File: src/hw/rtl/mbc1_pkg.sv
// -----------------------------------------------------------------------------
// mbc1_pkg
// Shared constants, codes and types of the MBC1 cartridge bank controller.
// -----------------------------------------------------------------------------
package mbc1_pkg;

   // RAM geometry
   localparam int RAM_BANK_BYTES = 8192;
   localparam int RAM_BANK_COUNT = 4;
   localparam int ROM_BANK_BITS  = 5;

   localparam int BANK_OFF_W  = $clog2(RAM_BANK_BYTES);
   localparam int BANK_SEL_W  = 2;
   localparam int STORE_DEPTH = RAM_BANK_BYTES * RAM_BANK_COUNT;
   localparam int STORE_AW    = $clog2(STORE_DEPTH);

   // Field widths
   localparam int ADDR_W     = 16;
   localparam int BYTE_W     = 8;
   localparam int ROM_ADDR_W = 20;
   localparam int TARGET_W   = 2;
   localparam int CART_W     = 8;
   localparam int SIZE_W     = 3;
   localparam int CSR_IDX_W  = 1;
   localparam int CSR_DATA_W = 8;

   // Register indexes
   localparam logic [CSR_IDX_W-1:0] CSR_CART_TYPE = 1'd0;
   localparam logic [CSR_IDX_W-1:0] CSR_RAM_SIZE  = 1'd1;

   // Response target codes
   localparam logic [TARGET_W-1:0] TGT_ROM   = 2'd0;
   localparam logic [TARGET_W-1:0] TGT_RAM   = 2'd1;
   localparam logic [TARGET_W-1:0] TGT_OPEN  = 2'd2;
   localparam logic [TARGET_W-1:0] TGT_WRITE = 2'd3;

   // Address regions, bus_address[15:13]
   localparam logic [2:0] REGION_RAM_EN   = 3'd0;  // 0x0000
   localparam logic [2:0] REGION_ROM_BANK = 3'd1;  // 0x2000
   localparam logic [2:0] REGION_RAM_BANK = 3'd2;  // 0x4000
   localparam logic [2:0] REGION_MODE     = 3'd3;  // 0x6000
   localparam logic [2:0] REGION_EXT_RAM  = 3'd5;  // 0xA000

   localparam logic [ADDR_W-1:0] ROM_WINDOW_BASE = 16'h4000;
   localparam logic [3:0]        RAM_EN_KEY      = 4'hA;
   localparam logic [BYTE_W-1:0] OPEN_BUS_BYTE   = 8'hFF;
   localparam logic [CART_W-1:0] CART_SAVE_RAM   = 8'd3;

   // Store access and response metadata from the register block
   typedef struct packed {
      logic                   ram_en;
      logic                   ram_we;
      logic [STORE_AW-1:0]    ram_addr;
      logic [BYTE_W-1:0]      ram_wdata;
      logic [TARGET_W-1:0]    target;
      logic [ROM_ADDR_W-1:0]  rom_address;
      logic [BYTE_W-1:0]      fixed_byte;
      logic                   save_pending;
   } mbc1_access_type;

endpackage

File: src/hw/rtl/mbc1_regs.sv
// -----------------------------------------------------------------------------
// mbc1_regs
// Configuration and bank registers; decodes one bus request into a store
// access and response metadata.
// -----------------------------------------------------------------------------
module mbc1_regs
   import mbc1_pkg::*;
(
   input  logic                  clock,
   input  logic                  reset,
   input  logic                  csr_write_enable,
   input  logic [CSR_IDX_W-1:0]  csr_index,
   input  logic [CSR_DATA_W-1:0] csr_write_data,
   input  logic                  accept,
   input  logic                  mode,
   input  logic [ADDR_W-1:0]     bus_address,
   input  logic [BYTE_W-1:0]     write_byte,
   output mbc1_access_type       access
);

   logic [CART_W-1:0]        cart_type_ff, cart_type_in;
   logic [SIZE_W-1:0]        ram_size_ff, ram_size_in;
   logic                     ram_enable_ff, ram_enable_in;
   logic [ROM_BANK_BITS-1:0] rom_bank_ff, rom_bank_in;
   logic [BANK_SEL_W-1:0]    ram_bank_num_ff, ram_bank_num_in;
   logic                     bank_mode_ff, bank_mode_in;
   logic [BANK_SEL_W-1:0]    active_bank_ff, active_bank_in;
   logic                     save_flag_ff, save_flag_in;

   logic                     banking;
   logic [2:0]               region;
   logic [SIZE_W-1:0]        bank_count;
   logic                     present;
   logic                     ram_ok;
   logic [BANK_SEL_W+BANK_OFF_W-1:0] store_sum;
   logic [ROM_ADDR_W-1:0]    rom_switch;
   logic                     ram_store_wr;

   always_comb begin
      banking = cart_type_ff inside {[8'd1:8'd3]};
      region  = bus_address[15:13];

      if (ram_size_ff == 3'd2) begin
         bank_count = 3'd1;
      end else if (ram_size_ff inside {[3'd3:3'd5]}) begin
         bank_count = 3'd4;
      end else begin
         bank_count = 3'd0;
      end
      present = ({1'b0, active_bank_ff} < bank_count) &&
                ({1'b0, active_bank_ff} < SIZE_W'(RAM_BANK_COUNT));
      ram_ok  = ram_enable_ff && present;

      store_sum  = {active_bank_ff, bus_address[BANK_OFF_W-1:0]};
      rom_switch = {1'b0, rom_bank_ff, 14'd0} +
                   ROM_ADDR_W'(bus_address - ROM_WINDOW_BASE);

      ram_store_wr = mode && banking && (region == REGION_EXT_RAM) && ram_ok;
   end

   // next state
   always_comb begin
      cart_type_in    = cart_type_ff;
      ram_size_in     = ram_size_ff;
      ram_enable_in   = ram_enable_ff;
      rom_bank_in     = rom_bank_ff;
      ram_bank_num_in = ram_bank_num_ff;
      bank_mode_in    = bank_mode_ff;
      active_bank_in  = active_bank_ff;
      save_flag_in    = save_flag_ff;

      if (csr_write_enable) begin
         case (csr_index)
            CSR_CART_TYPE: cart_type_in = csr_write_data;
            CSR_RAM_SIZE:  ram_size_in  = csr_write_data[SIZE_W-1:0];
            default: ;
         endcase
      end

      if (accept && mode && banking) begin
         case (region)
            REGION_RAM_EN: begin
               ram_enable_in = (write_byte[3:0] == RAM_EN_KEY);
            end
            REGION_ROM_BANK: begin
               rom_bank_in = (write_byte[ROM_BANK_BITS-1:0] == '0) ?
                             ROM_BANK_BITS'(1) : write_byte[ROM_BANK_BITS-1:0];
            end
            REGION_RAM_BANK: begin
               ram_bank_num_in = write_byte[BANK_SEL_W-1:0];
               if (bank_mode_ff) begin
                  active_bank_in = write_byte[BANK_SEL_W-1:0];
               end
            end
            REGION_MODE: begin
               bank_mode_in = write_byte[0];
               if (write_byte[0]) begin
                  active_bank_in = ram_bank_num_ff;
               end
            end
            default: ;
         endcase
         if (ram_store_wr && (cart_type_ff == CART_SAVE_RAM)) begin
            save_flag_in = 1'b1;
         end
      end
   end

   always_ff @(posedge clock) begin
      if (reset) begin
         cart_type_ff    <= '0;
         ram_size_ff     <= '0;
         ram_enable_ff   <= 1'b0;
         rom_bank_ff     <= ROM_BANK_BITS'(1);
         ram_bank_num_ff <= '0;
         bank_mode_ff    <= 1'b0;
         active_bank_ff  <= '0;
         save_flag_ff    <= 1'b0;
      end else begin
         cart_type_ff    <= cart_type_in;
         ram_size_ff     <= ram_size_in;
         ram_enable_ff   <= ram_enable_in;
         rom_bank_ff     <= rom_bank_in;
         ram_bank_num_ff <= ram_bank_num_in;
         bank_mode_ff    <= bank_mode_in;
         active_bank_ff  <= active_bank_in;
         save_flag_ff    <= save_flag_in;
      end
   end

   // response decode
   always_comb begin
      access              = '0;
      access.ram_addr     = store_sum[STORE_AW-1:0];
      access.ram_wdata    = write_byte;
      access.save_pending = save_flag_in;

      if (mode) begin
         access.target = TGT_WRITE;
         access.ram_en = accept && ram_store_wr;
         access.ram_we = 1'b1;
      end else if (!banking || (bus_address[15:14] == 2'd0)) begin
         access.target      = TGT_ROM;
         access.rom_address = ROM_ADDR_W'(bus_address);
      end else if (region == REGION_EXT_RAM) begin
         if (ram_ok) begin
            access.target = TGT_RAM;
            access.ram_en = accept;
         end else begin
            access.target     = TGT_OPEN;
            access.fixed_byte = OPEN_BUS_BYTE;
         end
      end else begin
         access.target      = TGT_ROM;
         access.rom_address = rom_switch;
      end
   end

   // only reset clears the save flag
   a_save_sticky: assert property (@(posedge clock) disable iff (reset)
      !$fell(save_flag_ff))
      else $error("save flag cleared without reset");

   a_rom_bank_nonzero: assert property (@(posedge clock) disable iff (reset)
      rom_bank_ff != '0)
      else $error("ROM bank register holds zero");

   // in mode 1 the active RAM bank tracks the bank number register
   a_active_bank: assert property (@(posedge clock) disable iff (reset)
      bank_mode_ff |-> (active_bank_ff == ram_bank_num_ff))
      else $error("active RAM bank out of step with bank number");

endmodule

File: config.mk
export PLATFORM = sky130hd
export DESIGN_NAME = mbc1_regs
export DESIGN_NICKNAME = d
export VERILOG_FILES = /design/src/hw/rtl/mbc1_pkg.sv /design/src/hw/rtl/mbc1_regs.sv
export SDC_FILE = /design/constraint.sdc
export NUM_CORES = 1
export LEC_CHECK = 0
export ABC_CLOCK_PERIOD_IN_PS = 4300
export BUFFER_PORTS_ARGS = -buffer_cell sky130_fd_sc_hd__buf_2
export CAP_MARGIN = 25
export CORE_ASPECT_RATIO = 0.5
export CORE_MARGIN = 5
export CORE_UTILIZATION = 35
export CTS_CLUSTER_SIZE = 30
export DETAILED_ROUTE_END_ITERATION = 8
export PLACE_DENSITY = 0.67
export RECOVER_POWER = 50
export SYNTH_ARGS = -nofsm -noshare
export SYNTH_HDL_FRONTEND = slang
export SYNTH_SLANG_ARGS = --single-unit
File: constraint.sdc
create_clock -name clock -period 4.3 [get_ports clock]
set_clock_uncertainty 0.05 [all_clocks]
set_input_delay 1.075 -clock clock [delete_from_list [all_inputs] [get_ports clock]]
set_output_delay 1.075 -clock clock [all_outputs]
set_load 0.05 [all_outputs]
==> impl_metrics.yaml <==
clock_network:
  cts_resized: 0
  cts_hold_buf: 0
  insertion_delay_ns: 0.26
  cts.htree.levels: 1
  cts_sinks: 23
  tritoncts: "done"
  root_buffer: "clkbuf_8"
  cts_buffer_depth: 2
  cts_setup_buffers: 0
  cts.clk_slew.worst_paths_ns: 0.08
  cts_made_buffers: 3
placed_design:
  dpl_cell_area_sq_um: 1970
  post-place-cells: 329
  pre_cts_ws_ns: 0.293
  io_buffer_count: 87
  gp_congestion: 0.729
  post-dp-hpwl_mm: 3.57
drt:
  drtIter0Drc: 75
  drcViolationCount: 0
  viasPerCell: 4.82
  vias: 1606
  wl_per_cell_microns: 12.7
  routed_wl_mm: 4.24
  detail_route.first_pass.iterations: 4
  ant_nets: 0
die:
  fp.dieW_microns: 108
  coreArea_sq_um: 4530
  row_count: 17
  start_util_pct: 37.2
  io_pins: 94
  die_area_sq_um: 6390
  fp.dieH_microns: 59.1
logic_synthesis:
  syn_area_per_cell_sq_um: 7.92
  yosysSeqAreaShare_pct: 27.3
  synthFlopType: "dfxtp_1"
  synth-async-reset-ratio_pct: 0
  synthTopCellsByArea: "dfxtp_1 (27%), buf_4 (13%), mux2i_1 (7.1%), and2_1 (5.2%), a21oi_1 (4.7%)"
  yosysTopAreaCell: "dfxtp_1"
  netlist_area_sq_um: 1690
  syn_nets: 258
  synth_edf_count: 0
  synth-seq-cells: 23
  synth_most_common_cell: "buf_4"
  synth_top_area_share_pct: 27.3
  synthCells: 213
  ys_types: 38
  synth_common_cells: "buf_4 (30), dfxtp_1 (23), nor2_1 (20)"
  synth_warnings: 0
timing:
  tns_ns: 0
  setup_ws_ns: 0.285
  timing.final.crit_period_ns: 4.01
  final-setup-viol-count: 0
  hold_viol_final: 0
  hold-worst-slack_ns: 0.401
  rsz0062_at_grt: "false"
  max_freq_mhz: 249
  tightest_slew_ns: 0.956
  fin_crit_sh_pct: 93.4
  relSlewSlack_pct: 36.3
  slew_violations: 0
pwr:
  switching_share_pct: 36.7
  power_uw: 527
  seq_power_share_pct: 42.0
  p_sw_uw: 193
  power_frac_clock_pct: 24.5
  leakagePower_nw: 0.904
  power_density_nw_per_um2: 265
  irDropWorstVdd_uv: 126
  comb_power_share_pct: 33.4
  p_int_uw: 333
final_layout:
  drive_above_1_share_pct: 31.1
  post-route-cell-area_sq_um: 1990
  diodes: 0
  syn_to_final_growth_pct: 18.0
  fin_util_pct: 43.9
  nets: 313
  finalNonFillerCells: 333
critical_path:
  slowest_delay_ns: 0.34
  worstSetupStartpointType: "primary input"
  slowest_stage: "ha_1"
  cp_top_family: "adder cells"
  crit_chain: "buf_2 -> inv_1 -> ha_1 -> ha_1 -> nor2b_1 -> o21ai_0 -> a21boi_0 -> nor3_2 -> buf_2"
  required_ns: 3.17
  crit_path_max_fanout: 6
  critPathKind: "primary input to primary output"
  cp.arrival_ns: 2.89
  path_buf_inv: 3
  end_kind: "primary output"
min_path:
  hp-class: "flip-flop to flip-flop"
global_route:
  grt_pass1_wl_mm: 6.51
  grt_start_max_net_pins: 24
  grt_overflow_total: 0
  grtUsageTotal_pct: 12.4
  grt_pass1_vias: 1455
  antenna_found_initial: 0
flow_run:
  drv_cap: 0
run_status:
  status: "completed"
-- power groups by stage --
stage	Sequential (mW)	Combinational, mW	Clock [mW]
after floorplan	0.226	0.148	0
after global placement	0.226	0.177	0
after detailed placement	0.227	0.179	0
after CTS	0.222	0.180	0.133
after global routing	0.222	0.189	0.146
final	0.221	0.176	0.129
-- final cells by class --
cell class                      count  area (sq um)
Clock buffer                        4          45.0
Fill cell                         479          2540
Inverter                            6          22.5
Multi-Input combinational cell    145           950
Sequential cell                    23           460
Tap cell                           66          82.6
Timing Repair Buffer               89           430
-- metal layers --
layer  GRT usage [%]  share of wire, %  up-vias  wire [microns]
li1                -                 -      817               -
met5               0                 0        -               0
met4            3.96              0.80        0              34
met2            23.1                46       65            1970
met1            14.7                43      718            1840
met3            2.18               9.6        6             407
-- sequential cells by signal, summed over array words and instances (netlist names) --
register         count
active_bank_ff       2
bank_mode_ff         1
cart_type_ff         8
ram_bank_num_ff      2
ram_enable_ff        1
ram_size_ff          3
rom_bank_ff          5
save_flag_ff         1
-- logic make-up after synthesis --
group	Yosys count	synth area share, %
buf+inv	45	16.8
mux	13	7.79
simple gates	87	28.9
compound gates	38	13.5
flops	23	27.3
fa+ha+maj	7	5.64
-- final timing paths --
path,startpoint,end,slack (ns),cells past startpoint
worst max-delay path,bus_address[14],access[27],0.29,9
worst min-delay path,ram_size_ff[0],ram_size_ff[0],0.40,2
worst max register to register,cart_type_ff[3],ram_enable_ff,2.04,4
worst min register to register,ram_size_ff[0],ram_size_ff[0],0.40,2
-- worst register-to-register path, stage by stage, from the launching register on --
cell and delay [ns]:
dfxtp_1 0.31, or4_1 0.65, or4_1 0.61, or3_1 0.42
a21oi_1 0.14
-- placed cells by master, fill, tap and decap left out, drive strengths merged, types with 2 or more instances in the layout --
cell	netlist	routed
a211oi	2	2
a21oi	16	16
a311oi	2	2
a31o	2	2
and2	14	14
buf	32	73
clkbuf	7	20
dfxtp	23	23
ha	6	6
inv	6	6
mux2i	12	12
nand2	10	10
nand2b	2	2
nand3	13	13
nand3b	4	4
nor2	20	20
nor2b	6	6
nor3	4	4
nor4	4	4
o21ai	10	10
o31ai	2	2
or4	2	2
Note: power is estimated with default switching activity, not from simulation.
